File: config.mk
export PLATFORM = sky130hd
export DESIGN_NAME = aes256_key_sched
export DESIGN_NICKNAME = d
export VERILOG_FILES = /design/src/aes256_pkg.sv /design/src/aes256_key_sched.sv
export SDC_FILE = /design/constraint.sdc
export NUM_CORES = 2
export LEC_CHECK = 0
export BUFFER_PORTS_ARGS = -buffer_cell sky130_fd_sc_hd__buf_2
export CELL_PAD_IN_SITES_DETAIL_PLACEMENT = 1
export CELL_PAD_IN_SITES_GLOBAL_PLACEMENT = 2
export CORE_AREA = 8 8 763 765
export DETAILED_ROUTE_END_ITERATION = 8
export DIE_AREA = 0 0 771 773
export PLACE_DENSITY = 0.44
export SLEW_MARGIN = 40
export SYNTH_ARGS = -nofsm -noshare
export SYNTH_HDL_FRONTEND = slang
export SYNTH_SLANG_ARGS = --single-unit
export TNS_END_PERCENT = 30
File: constraint.sdc
create_clock -name aclk -period 8.41 [get_ports aclk]
set_input_delay 0.841 -clock aclk [delete_from_list [all_inputs] [get_ports aclk]]
set_output_delay 0.841 -clock aclk [all_outputs]
set_load 0.02 [all_outputs]
File: src/aes256_pkg.sv
// Shared types, constants and GF(2^8) helpers for the AES-256 pipeline.
`default_nettype none
package aes256_pkg;

    localparam int ROUND_COUNT = 14;
    localparam int KEY_WORDS   = 8;
    localparam int TOTAL_WORDS = 4 * (ROUND_COUNT + 1);
    localparam int CNT_W       = $clog2(TOTAL_WORDS);

    localparam logic CMD_ENCRYPT = 1'b0;
    localparam logic CMD_DECRYPT = 1'b1;

    localparam logic [1:0] REG_KEY_WORD0 = 2'd0;
    localparam logic [1:0] REG_KEY_WORD1 = 2'd1;
    localparam logic [1:0] REG_KEY_WORD2 = 2'd2;
    localparam logic [1:0] REG_KEY_WORD3 = 2'd3;

    localparam logic [7:0] RCON_FIRST = 8'h01;
    localparam logic [7:0] GF_POLY    = 8'h1b;

    typedef logic [127:0] state_t;

    typedef struct packed {
        logic   valid;
        logic   cmd;
        state_t data;
    } stage_t;

    localparam logic [7:0] FWD_SBOX [256] = '{
        8'h63,8'h7c,8'h77,8'h7b,8'hf2,8'h6b,8'h6f,8'hc5,8'h30,8'h01,8'h67,8'h2b,8'hfe,8'hd7,8'hab,8'h76,
        8'hca,8'h82,8'hc9,8'h7d,8'hfa,8'h59,8'h47,8'hf0,8'had,8'hd4,8'ha2,8'haf,8'h9c,8'ha4,8'h72,8'hc0,
        8'hb7,8'hfd,8'h93,8'h26,8'h36,8'h3f,8'hf7,8'hcc,8'h34,8'ha5,8'he5,8'hf1,8'h71,8'hd8,8'h31,8'h15,
        8'h04,8'hc7,8'h23,8'hc3,8'h18,8'h96,8'h05,8'h9a,8'h07,8'h12,8'h80,8'he2,8'heb,8'h27,8'hb2,8'h75,
        8'h09,8'h83,8'h2c,8'h1a,8'h1b,8'h6e,8'h5a,8'ha0,8'h52,8'h3b,8'hd6,8'hb3,8'h29,8'he3,8'h2f,8'h84,
        8'h53,8'hd1,8'h00,8'hed,8'h20,8'hfc,8'hb1,8'h5b,8'h6a,8'hcb,8'hbe,8'h39,8'h4a,8'h4c,8'h58,8'hcf,
        8'hd0,8'hef,8'haa,8'hfb,8'h43,8'h4d,8'h33,8'h85,8'h45,8'hf9,8'h02,8'h7f,8'h50,8'h3c,8'h9f,8'ha8,
        8'h51,8'ha3,8'h40,8'h8f,8'h92,8'h9d,8'h38,8'hf5,8'hbc,8'hb6,8'hda,8'h21,8'h10,8'hff,8'hf3,8'hd2,
        8'hcd,8'h0c,8'h13,8'hec,8'h5f,8'h97,8'h44,8'h17,8'hc4,8'ha7,8'h7e,8'h3d,8'h64,8'h5d,8'h19,8'h73,
        8'h60,8'h81,8'h4f,8'hdc,8'h22,8'h2a,8'h90,8'h88,8'h46,8'hee,8'hb8,8'h14,8'hde,8'h5e,8'h0b,8'hdb,
        8'he0,8'h32,8'h3a,8'h0a,8'h49,8'h06,8'h24,8'h5c,8'hc2,8'hd3,8'hac,8'h62,8'h91,8'h95,8'he4,8'h79,
        8'he7,8'hc8,8'h37,8'h6d,8'h8d,8'hd5,8'h4e,8'ha9,8'h6c,8'h56,8'hf4,8'hea,8'h65,8'h7a,8'hae,8'h08,
        8'hba,8'h78,8'h25,8'h2e,8'h1c,8'ha6,8'hb4,8'hc6,8'he8,8'hdd,8'h74,8'h1f,8'h4b,8'hbd,8'h8b,8'h8a,
        8'h70,8'h3e,8'hb5,8'h66,8'h48,8'h03,8'hf6,8'h0e,8'h61,8'h35,8'h57,8'hb9,8'h86,8'hc1,8'h1d,8'h9e,
        8'he1,8'hf8,8'h98,8'h11,8'h69,8'hd9,8'h8e,8'h94,8'h9b,8'h1e,8'h87,8'he9,8'hce,8'h55,8'h28,8'hdf,
        8'h8c,8'ha1,8'h89,8'h0d,8'hbf,8'he6,8'h42,8'h68,8'h41,8'h99,8'h2d,8'h0f,8'hb0,8'h54,8'hbb,8'h16
    };

    localparam logic [7:0] INV_SBOX [256] = '{
        8'h52,8'h09,8'h6a,8'hd5,8'h30,8'h36,8'ha5,8'h38,8'hbf,8'h40,8'ha3,8'h9e,8'h81,8'hf3,8'hd7,8'hfb,
        8'h7c,8'he3,8'h39,8'h82,8'h9b,8'h2f,8'hff,8'h87,8'h34,8'h8e,8'h43,8'h44,8'hc4,8'hde,8'he9,8'hcb,
        8'h54,8'h7b,8'h94,8'h32,8'ha6,8'hc2,8'h23,8'h3d,8'hee,8'h4c,8'h95,8'h0b,8'h42,8'hfa,8'hc3,8'h4e,
        8'h08,8'h2e,8'ha1,8'h66,8'h28,8'hd9,8'h24,8'hb2,8'h76,8'h5b,8'ha2,8'h49,8'h6d,8'h8b,8'hd1,8'h25,
        8'h72,8'hf8,8'hf6,8'h64,8'h86,8'h68,8'h98,8'h16,8'hd4,8'ha4,8'h5c,8'hcc,8'h5d,8'h65,8'hb6,8'h92,
        8'h6c,8'h70,8'h48,8'h50,8'hfd,8'hed,8'hb9,8'hda,8'h5e,8'h15,8'h46,8'h57,8'ha7,8'h8d,8'h9d,8'h84,
        8'h90,8'hd8,8'hab,8'h00,8'h8c,8'hbc,8'hd3,8'h0a,8'hf7,8'he4,8'h58,8'h05,8'hb8,8'hb3,8'h45,8'h06,
        8'hd0,8'h2c,8'h1e,8'h8f,8'hca,8'h3f,8'h0f,8'h02,8'hc1,8'haf,8'hbd,8'h03,8'h01,8'h13,8'h8a,8'h6b,
        8'h3a,8'h91,8'h11,8'h41,8'h4f,8'h67,8'hdc,8'hea,8'h97,8'hf2,8'hcf,8'hce,8'hf0,8'hb4,8'he6,8'h73,
        8'h96,8'hac,8'h74,8'h22,8'he7,8'had,8'h35,8'h85,8'he2,8'hf9,8'h37,8'he8,8'h1c,8'h75,8'hdf,8'h6e,
        8'h47,8'hf1,8'h1a,8'h71,8'h1d,8'h29,8'hc5,8'h89,8'h6f,8'hb7,8'h62,8'h0e,8'haa,8'h18,8'hbe,8'h1b,
        8'hfc,8'h56,8'h3e,8'h4b,8'hc6,8'hd2,8'h79,8'h20,8'h9a,8'hdb,8'hc0,8'hfe,8'h78,8'hcd,8'h5a,8'hf4,
        8'h1f,8'hdd,8'ha8,8'h33,8'h88,8'h07,8'hc7,8'h31,8'hb1,8'h12,8'h10,8'h59,8'h27,8'h80,8'hec,8'h5f,
        8'h60,8'h51,8'h7f,8'ha9,8'h19,8'hb5,8'h4a,8'h0d,8'h2d,8'he5,8'h7a,8'h9f,8'h93,8'hc9,8'h9c,8'hef,
        8'ha0,8'he0,8'h3b,8'h4d,8'hae,8'h2a,8'hf5,8'hb0,8'hc8,8'heb,8'hbb,8'h3c,8'h83,8'h53,8'h99,8'h61,
        8'h17,8'h2b,8'h04,8'h7e,8'hba,8'h77,8'hd6,8'h26,8'he1,8'h69,8'h14,8'h63,8'h55,8'h21,8'h0c,8'h7d
    };

    function automatic logic [7:0] xtime(input logic [7:0] b);
        return b[7] ? ({b[6:0], 1'b0} ^ GF_POLY) : {b[6:0], 1'b0};
    endfunction

    function automatic logic [31:0] sub_word(input logic [31:0] w);
        return {FWD_SBOX[w[31:24]], FWD_SBOX[w[23:16]], FWD_SBOX[w[15:8]], FWD_SBOX[w[7:0]]};
    endfunction

    // byte i of the state sits at bits [127-8i -: 8]; byte 4c+r is row r, column c
    function automatic state_t sub_bytes(input state_t s, input logic inv);
        state_t t;
        for (int i = 0; i < 16; i++) begin
            t[127-8*i -: 8] = inv ? INV_SBOX[s[127-8*i -: 8]] : FWD_SBOX[s[127-8*i -: 8]];
        end
        return t;
    endfunction

    function automatic state_t shift_rows(input state_t s, input logic inv);
        state_t t;
        int src;
        for (int r = 0; r < 4; r++) begin
            for (int c = 0; c < 4; c++) begin
                src = inv ? ((c + 4 - r) & 3) : ((c + r) & 3);
                t[127-8*(4*c+r) -: 8] = s[127-8*(4*src+r) -: 8];
            end
        end
        return t;
    endfunction

    function automatic state_t mix_columns(input state_t s);
        state_t t;
        logic [7:0] a0, a1, a2, a3;
        for (int c = 0; c < 4; c++) begin
            a0 = s[127-32*c -: 8];
            a1 = s[119-32*c -: 8];
            a2 = s[111-32*c -: 8];
            a3 = s[103-32*c -: 8];
            t[127-32*c -: 8] = xtime(a0) ^ xtime(a1) ^ a1 ^ a2 ^ a3;
            t[119-32*c -: 8] = a0 ^ xtime(a1) ^ xtime(a2) ^ a2 ^ a3;
            t[111-32*c -: 8] = a0 ^ a1 ^ xtime(a2) ^ xtime(a3) ^ a3;
            t[103-32*c -: 8] = xtime(a0) ^ a0 ^ a1 ^ a2 ^ xtime(a3);
        end
        return t;
    endfunction

    function automatic logic [7:0] mul9(input logic [7:0] a);
        return xtime(xtime(xtime(a))) ^ a;
    endfunction

    function automatic logic [7:0] mul11(input logic [7:0] a);
        return xtime(xtime(xtime(a))) ^ xtime(a) ^ a;
    endfunction

    function automatic logic [7:0] mul13(input logic [7:0] a);
        return xtime(xtime(xtime(a))) ^ xtime(xtime(a)) ^ a;
    endfunction

    function automatic logic [7:0] mul14(input logic [7:0] a);
        return xtime(xtime(xtime(a))) ^ xtime(xtime(a)) ^ xtime(a);
    endfunction

    function automatic state_t inv_mix_columns(input state_t s);
        state_t t;
        logic [7:0] a0, a1, a2, a3;
        for (int c = 0; c < 4; c++) begin
            a0 = s[127-32*c -: 8];
            a1 = s[119-32*c -: 8];
            a2 = s[111-32*c -: 8];
            a3 = s[103-32*c -: 8];
            t[127-32*c -: 8] = mul14(a0) ^ mul11(a1) ^ mul13(a2) ^ mul9(a3);
            t[119-32*c -: 8] = mul9(a0) ^ mul14(a1) ^ mul11(a2) ^ mul13(a3);
            t[111-32*c -: 8] = mul13(a0) ^ mul9(a1) ^ mul14(a2) ^ mul11(a3);
            t[103-32*c -: 8] = mul11(a0) ^ mul13(a1) ^ mul9(a2) ^ mul14(a3);
        end
        return t;
    endfunction

endpackage
`default_nettype wire

File: src/aes256_key_sched.sv
// Key registers and sequential AES-256 key expansion, one round-key word per cycle.
`default_nettype none
module aes256_key_sched (
    input  wire logic                  aclk,
    input  wire logic                  aresetn,
    input  wire logic                  cfg_wr_en,
    input  wire logic [1:0]            cfg_addr,
    input  wire logic [63:0]           cfg_wdata,
    output aes256_pkg::state_t         round_key [aes256_pkg::ROUND_COUNT + 1],
    output logic                       busy
);
    import aes256_pkg::*;

    logic [63:0]      key_reg [4];
    logic [31:0]      rk_reg  [TOTAL_WORDS];
    logic [31:0]      win_reg [KEY_WORDS];
    logic [7:0]       rc_reg;
    logic [CNT_W-1:0] cnt_reg;
    logic             busy_reg;
    logic [31:0]      t_word;
    logic [31:0]      new_word;

    always_comb begin
        t_word = win_reg[KEY_WORDS-1];
        if (cnt_reg[2:0] == 3'd0) begin
            t_word = sub_word({t_word[23:0], t_word[31:24]}) ^ {rc_reg, 24'd0};
        end else if (cnt_reg[2:0] == 3'd4) begin
            t_word = sub_word(t_word);
        end
        new_word = win_reg[0] ^ t_word;
    end

    always_ff @(posedge aclk) begin
        if (!aresetn) begin
            for (int i = 0; i < 4; i++) key_reg[i] <= '0;
            busy_reg <= 1'b1;
            cnt_reg  <= '0;
        end else if (cfg_wr_en) begin
            key_reg[cfg_addr] <= cfg_wdata;
            busy_reg <= 1'b1;
            cnt_reg  <= '0;
        end else if (busy_reg) begin
            if (cnt_reg == '0) begin
                for (int i = 0; i < KEY_WORDS; i++) begin
                    win_reg[i] <= i[0] ? key_reg[i/2][31:0] : key_reg[i/2][63:32];
                    rk_reg[i]  <= i[0] ? key_reg[i/2][31:0] : key_reg[i/2][63:32];
                end
                rc_reg  <= RCON_FIRST;
                cnt_reg <= CNT_W'(KEY_WORDS);
            end else begin
                rk_reg[cnt_reg] <= new_word;
                for (int i = 0; i < KEY_WORDS - 1; i++) win_reg[i] <= win_reg[i+1];
                win_reg[KEY_WORDS-1] <= new_word;
                if (cnt_reg[2:0] == 3'd0) rc_reg <= xtime(rc_reg);
                if (cnt_reg == CNT_W'(TOTAL_WORDS - 1)) begin
                    busy_reg <= 1'b0;
                end else begin
                    cnt_reg <= cnt_reg + 1'b1;
                end
            end
        end
    end

    always_comb begin
        for (int r = 0; r <= ROUND_COUNT; r++) begin
            round_key[r] = {rk_reg[4*r], rk_reg[4*r+1], rk_reg[4*r+2], rk_reg[4*r+3]};
        end
    end

    assign busy = busy_reg;

endmodule
`default_nettype wire

Word-level counts from Yosys, hierarchy flattened --
Memories as Yosys holds them, arrays and structs flattened. Index checks and enable logic that the tools add are counted.
Word-level totals: register bits after elaboration 15, bits in writable memories 2432, bits in read-only memories 8192, logic and storage cells 88, memories kept 7
Memories:
- (name not given) | depth 256, bits a word 8, rd ports 1, clocked after memory_dff 0, write ports 0, RTL line aes256_pkg.sv:72 | return {FWD_SBOX[w[31:24]], FWD_SBOX[w[23:16]], FWD_SBOX[w[15:8]], FWD_SBOX[w[7:0]]};
- (name not given) | depth 256, bits a word 8, rd ports 1, clocked after memory_dff 0, write ports 0, RTL line aes256_pkg.sv:72
- (name not given) | depth 256, bits a word 8, rd ports 1, clocked after memory_dff 0, write ports 0, RTL line aes256_pkg.sv:72
- (name not given) | depth 256, bits a word 8, rd ports 1, clocked after memory_dff 0, write ports 0, RTL line aes256_pkg.sv:72
- rk_reg | depth 60, bits a word 32, rd ports 60, clocked after memory_dff 0, write ports 8, RTL line aes256_key_sched.sv:15 | logic [31:0] rk_reg [TOTAL_WORDS];
- key_reg | depth 4, bits a word 64, rd ports 4, clocked after memory_dff 0, write ports 4, RTL line aes256_key_sched.sv:14 | logic [63:0] key_reg [4];
- +1 memories
Cells by class: add/sub/neg operators 1, $lt $le $gt $ge 4, eq/ne operators 3, mux-type cells 45, bitwise gates (word level) 17, reductions and logical operators 8
Operators with widths (count):
- $mux 32 | 11
- $mux 8 | 9
- $mux 64 | 1
- $reduce_or 64->1 | 1
- $xor 32x32->32 | 2
- $ge 9x9->1 const B | 4
- $not 8->9 | 4
- $reduce_or 32->1 | 1
- $mux 1 | 19
- $mux 6 | 3
- $or 1x1->1 | 8
- $add 6x1->6 const B | 1
- $eq 6x6->1 const B | 1
- $logic_not 6->1 | 1
- $mux 5 | 1
- $not 4->4 | 1
- $reduce_and 4->1 | 1
- $eq 3x3->1 const B | 1
- $logic_not 3->1 | 1
- $mux 2 | 1
- $ne 2x2->1 const B | 1
- $not 1->1 | 2
- $reduce_and 2->1 | 1
- $reduce_bool 2->1 | 1
- $reduce_or 2->1 | 1

Depth between registers and ports, before layout --
depth in word-level cells 8, mapped depth 15, mapped depth without buffers 11

Worst setup path after synthesis --
Ideal clock, no wire load.
path kind input -> register, start in aresetn, end mem rk_reg[0][0], enable pin, arrival 8705 ps, required time 8021 ps, slack -685 ps, stages on the path 7, buffers on the path 2, cell sequence nor2b_1 -> nand2_1 -> inv_1 -> nand2_1 -> clkbuf_1 -> clkbuf_1 -> nand2_1
RTL lines:
- start: declaration | RTL line aes256_key_sched.sv:5 | input wire logic aresetn,
- end: declaration | RTL line aes256_key_sched.sv:15

==> summary.txt <==
Run status
  • Status: finished clean

Critical path
  • Reg2reg setup slack: about 2400 ps
  • Worst Setup End Kind: flop
  • Critical Path Max Stage Delay: 810 ps
  • Worst flop-to-flop path endpoint: rk_reg[36][25]
  • R2R depth: 13
  • Delay-heaviest family, CP: compound AO/OA/AOI/OAI gates
  • Startpoint Class: flop
  • CP most frequent cell: buf_4
  • Arrival time worst endpoint: 6630 ps
  • Worst path buffer plus inverter count: 3
  • Worst r2r src: win_reg[1][113]
  • CP Cell Sequence: buf_4 -> buf_4 -> ha_1 -> nand2b_1 -> nand3_1 -> a31oi_1 -> o221ai_1 -> a32oi_1 -> xnor2_1 -> mux2i_1 -> mux2_2 -> nand2_4 -> buf_12
  • CP Max Fanout: 41
  • Worst setup startpoint: win_reg[1][113]
  • Slowest cell on crit path: ha_1
  • Required time worst endpoint: 9020 ps
  • Setup CP Type: reg2reg

Power and ir drop
  • Comb pwr share: 0.178
  • Clock power frac: 0.380
  • Sequential Power Share: 0.442
  • Sw Ratio: 0.314
  • Total internal power: about 0.023 W
  • Max rail drop VDD: 187 uV
  • Sw power: 0.0105 W
  • Leakage power: between 40 and 50 nW
  • Cell area power density: approximately 260 mW/mm2

Detailed routing
  • DRC viols: 0
  • Wirelength per Cell: approximately 37 um
  • Vias per cell: 4.31
  • Drt first pass iters: 6
  • Drt total wl: 606000 um
  • Via count: between 60000 and 70000
  • DRT antenna net count: 0
  • 1st-iter DRT viols: about 6500

Synth
  • Post-synth top area share: 0.750
  • Register area share after synthesis: 0.752
  • Post-synth EDFFs: 2440
  • Synth warn: 0
  • Mapped Cells: 6185
  • Synth area leaders: edfxtp_1 (75%), mux2_2 (3.7%), o21ai_0 (1.6%), nand2_1 (1.6%), and2_1 (1.5%)
  • Synthesized area per cell: between 15 and 20 um2
  • FF+latch count, synth: roughly 2400
  • Main synth FF type: edfxtp_1
  • Synth Cell Area: around 0.1 mm2
  • Post-synth top area cell: edfxtp_1
  • Syn nets: 6316
  • Post-synth ARST share: 0
  • Netlist cell types: 98

Timing
  • Final slew viol count: 0
  • Hold violation total from the final report: 0
  • Setup_tns: 0 ps
  • Fin Hold WS: 250 ps
  • FMAX: 166 MHz
  • Period utilisation layout: 0.715
  • Slew at the pin closest to its max-slew limit: around 1000 ps
  • Setup violations, final: 0
  • Tmin final: 6020 ps
  • Relative slew margins: 0.321
  • Setup Skew: about 63 ps
  • RSZ-0062 raised after global routing: no

Placed design
  • DP HPWL: 441000 um
  • Placed Area: 0.119 mm2
  • # port buffers: 1989
  • Gpl congestion: between 0.8 and 0.9
  • Placed Cells: 15601

Final layout
  • Fin nets: 8472
  • Non-filler cells, final: 16190
  • Max FFs per register: 1920
  • Layout cells sized above 1: 0.382
  • Fin area: 0.129 mm2
  • Final design utilization: 0.226
  • P&R area growth vs syn: 31.9%

Floorplanning
  • Core area: 0.570 mm2
  • # IOs: 1990
  • Site Rows: roughly 280
  • Die width: between 700 and 800 um
  • Full die area: between 0.5 and 0.6 mm2
  • Initial Util: 0.171
  • Die H: approximately 770 um

Global route
  • First-pass GRT wire length: 776000 um
  • Initial antenna violation count: 105
  • Tot GR Track Use: 0.194
  • Grt ovf: 0
  • Largest net degree at the start of global routing: 136
  • Vias in the first global route: 70247

Run
  • Max-Cap Viols: 0

Hold path
  • Hold path startpoint: cfg_wdata[28]
  • WHS Path Cells: 2
  • WHS Endpoint: key_reg[2][28]
  • Min-delay worst type: in2reg

CTS
  • Clock insertion delay at the later pin of the skew report: between 900 and 1000 ps
  • TritonCTS clock tree: built
  • Postcts setup bufs: 0
  • CTS max path bufs: 4
  • H-tree depth: 5
  • Post-CTS sizing: 0
  • Clk sinks: 2447
  • CTS Buf Count: 298
  • Clock root cell: clkbuf_16
  • CTS hold repair buffers: 0
  • Clock Pin Slew Worst Setup and Hold Paths: 60 ps
[how the worst max path moves through the flow]
stage	cells after the start	slack, ps	endpoint
after floorplan	7	1200	rk_reg[3][0]
after global routing	13	2380	rk_reg[42][4]
after CTS	14	2460	rk_reg[36][25]
final	13	2390	rk_reg[36][25]
after global placement	12	2190	rk_reg[36][29]
after detailed placement	14	2440	rk_reg[29][25]
[cell type report]
cell class                      count  area [um2]
Clock inverter                    170        1630
Clock buffer                      360        7710
Multi-Input combinational cell   3238       23100
Sequential cell                  2447       73400
Inverter                           68         297
Fill cell                       62539      442000
Timing Repair Buffer             2288       13100
Antenna cell                       59         148
Tap cell                         7560        9460
[synthesized netlist by cell type (all sizes together) (16+ instances only)]
| library cell | number |
|---|---|
| and3 | 85 |
| a221oi | 30 |
| nand2b | 96 |
| o22ai | 34 |
| and2 | 233 |
| mux2 | 322 |
| buf | 167 |
| nor4 | 16 |
| or3 | 26 |
| a21oi | 203 |
| nand3 | 99 |
| xor2 | 35 |
| a2111oi | 19 |
| nor3 | 91 |
| edfxtp | 2440 |
| nor2b | 83 |
| a211oi | 52 |
| a31oi | 54 |
| xnor2 | 37 |
| nor2 | 303 |
| mux2i | 53 |
| nand2 | 419 |
| o31ai | 38 |
| o221ai | 24 |
| a311oi | 35 |
| ha | 62 |
| o311ai | 48 |
| inv | 62 |
| o21ai | 342 |
| clkbuf | 265 |
| nand4 | 20 |
| o211ai | 39 |
| mux4 | 51 |
| or2 | 36 |
[cell usage in the layout, fill, tap and decap left out, drive strengths merged, types with 54 or more instances in the layout]
master	netlist	final
and3	85	85
mux2	322	322
nand2	419	419
nand2b	96	96
buf	167	2288
nor2	303	303
inv	62	80
clkinv	6	137
o21ai	342	342
a21oi	203	203
nand3	99	99
diode	0	59
ha	62	62
edfxtp	2440	2440
nor2b	83	83
and2	233	233
clkbuf	265	360
a31oi	54	54
nor3	91	91
[stage by stage]
| stage | power (W) | setup WS, ps |
|---|---|---|
| 2_1_floorplan | 0.0171 | 1200 |
| 3_3_place_gp | 0.0210 | 2190 |
| 3_5_place_dp | 0.0211 | 2440 |
| 4_1_cts | 0.0339 | 2460 |
| 5_1_grt | 0.0343 | 2380 |
| 6_report | 0.0334 | 2390 |
[cells by family (layout without fill, tap and decap cells)]
logic type / count (synthesis) / after routing / share of synthesized area
flops: 2447 / 2447 / 0.752
simple gates: 1560 / 1560 / 0.0802
compound gates: 1118 / 1118 / 0.0762
buf+inv: 500 / 2886 / 0.0225
mux: 426 / 426 / 0.0545
xor+xnor: 72 / 72 / 0.00722
fa+ha+maj: 62 / 62 / 0.00794
other cells: 0 / 59 / 0
[power by group through the flow]
| stage | logic [W] | clock network [W] | registers [W] |
|---|---|---|---|
| finish | 0.00594 | 0.0127 | 0.0147 |
| global route | 0.00618 | 0.0134 | 0.0147 |
| CTS | 0.00610 | 0.0130 | 0.0147 |
| detailed placement | 0.00608 | 0 | 0.0150 |
| global placement | 0.00601 | 0 | 0.0150 |
| floorplan | 0.00216 | 0 | 0.0150 |
[layer usage]
metal | global-route usage | vias to the layer above | share of wire
met1 | 0.230 | 37590 | 0.39
met2 | 0.343 | 3183 | 0.50
met4 | 0.0617 | 20 | 0.035
met5 | 0 | - | 0.00020
li1 | - | 28285 | -
met3 | 0.0450 | 709 | 0.069
(Power assumes the default switching activity.)
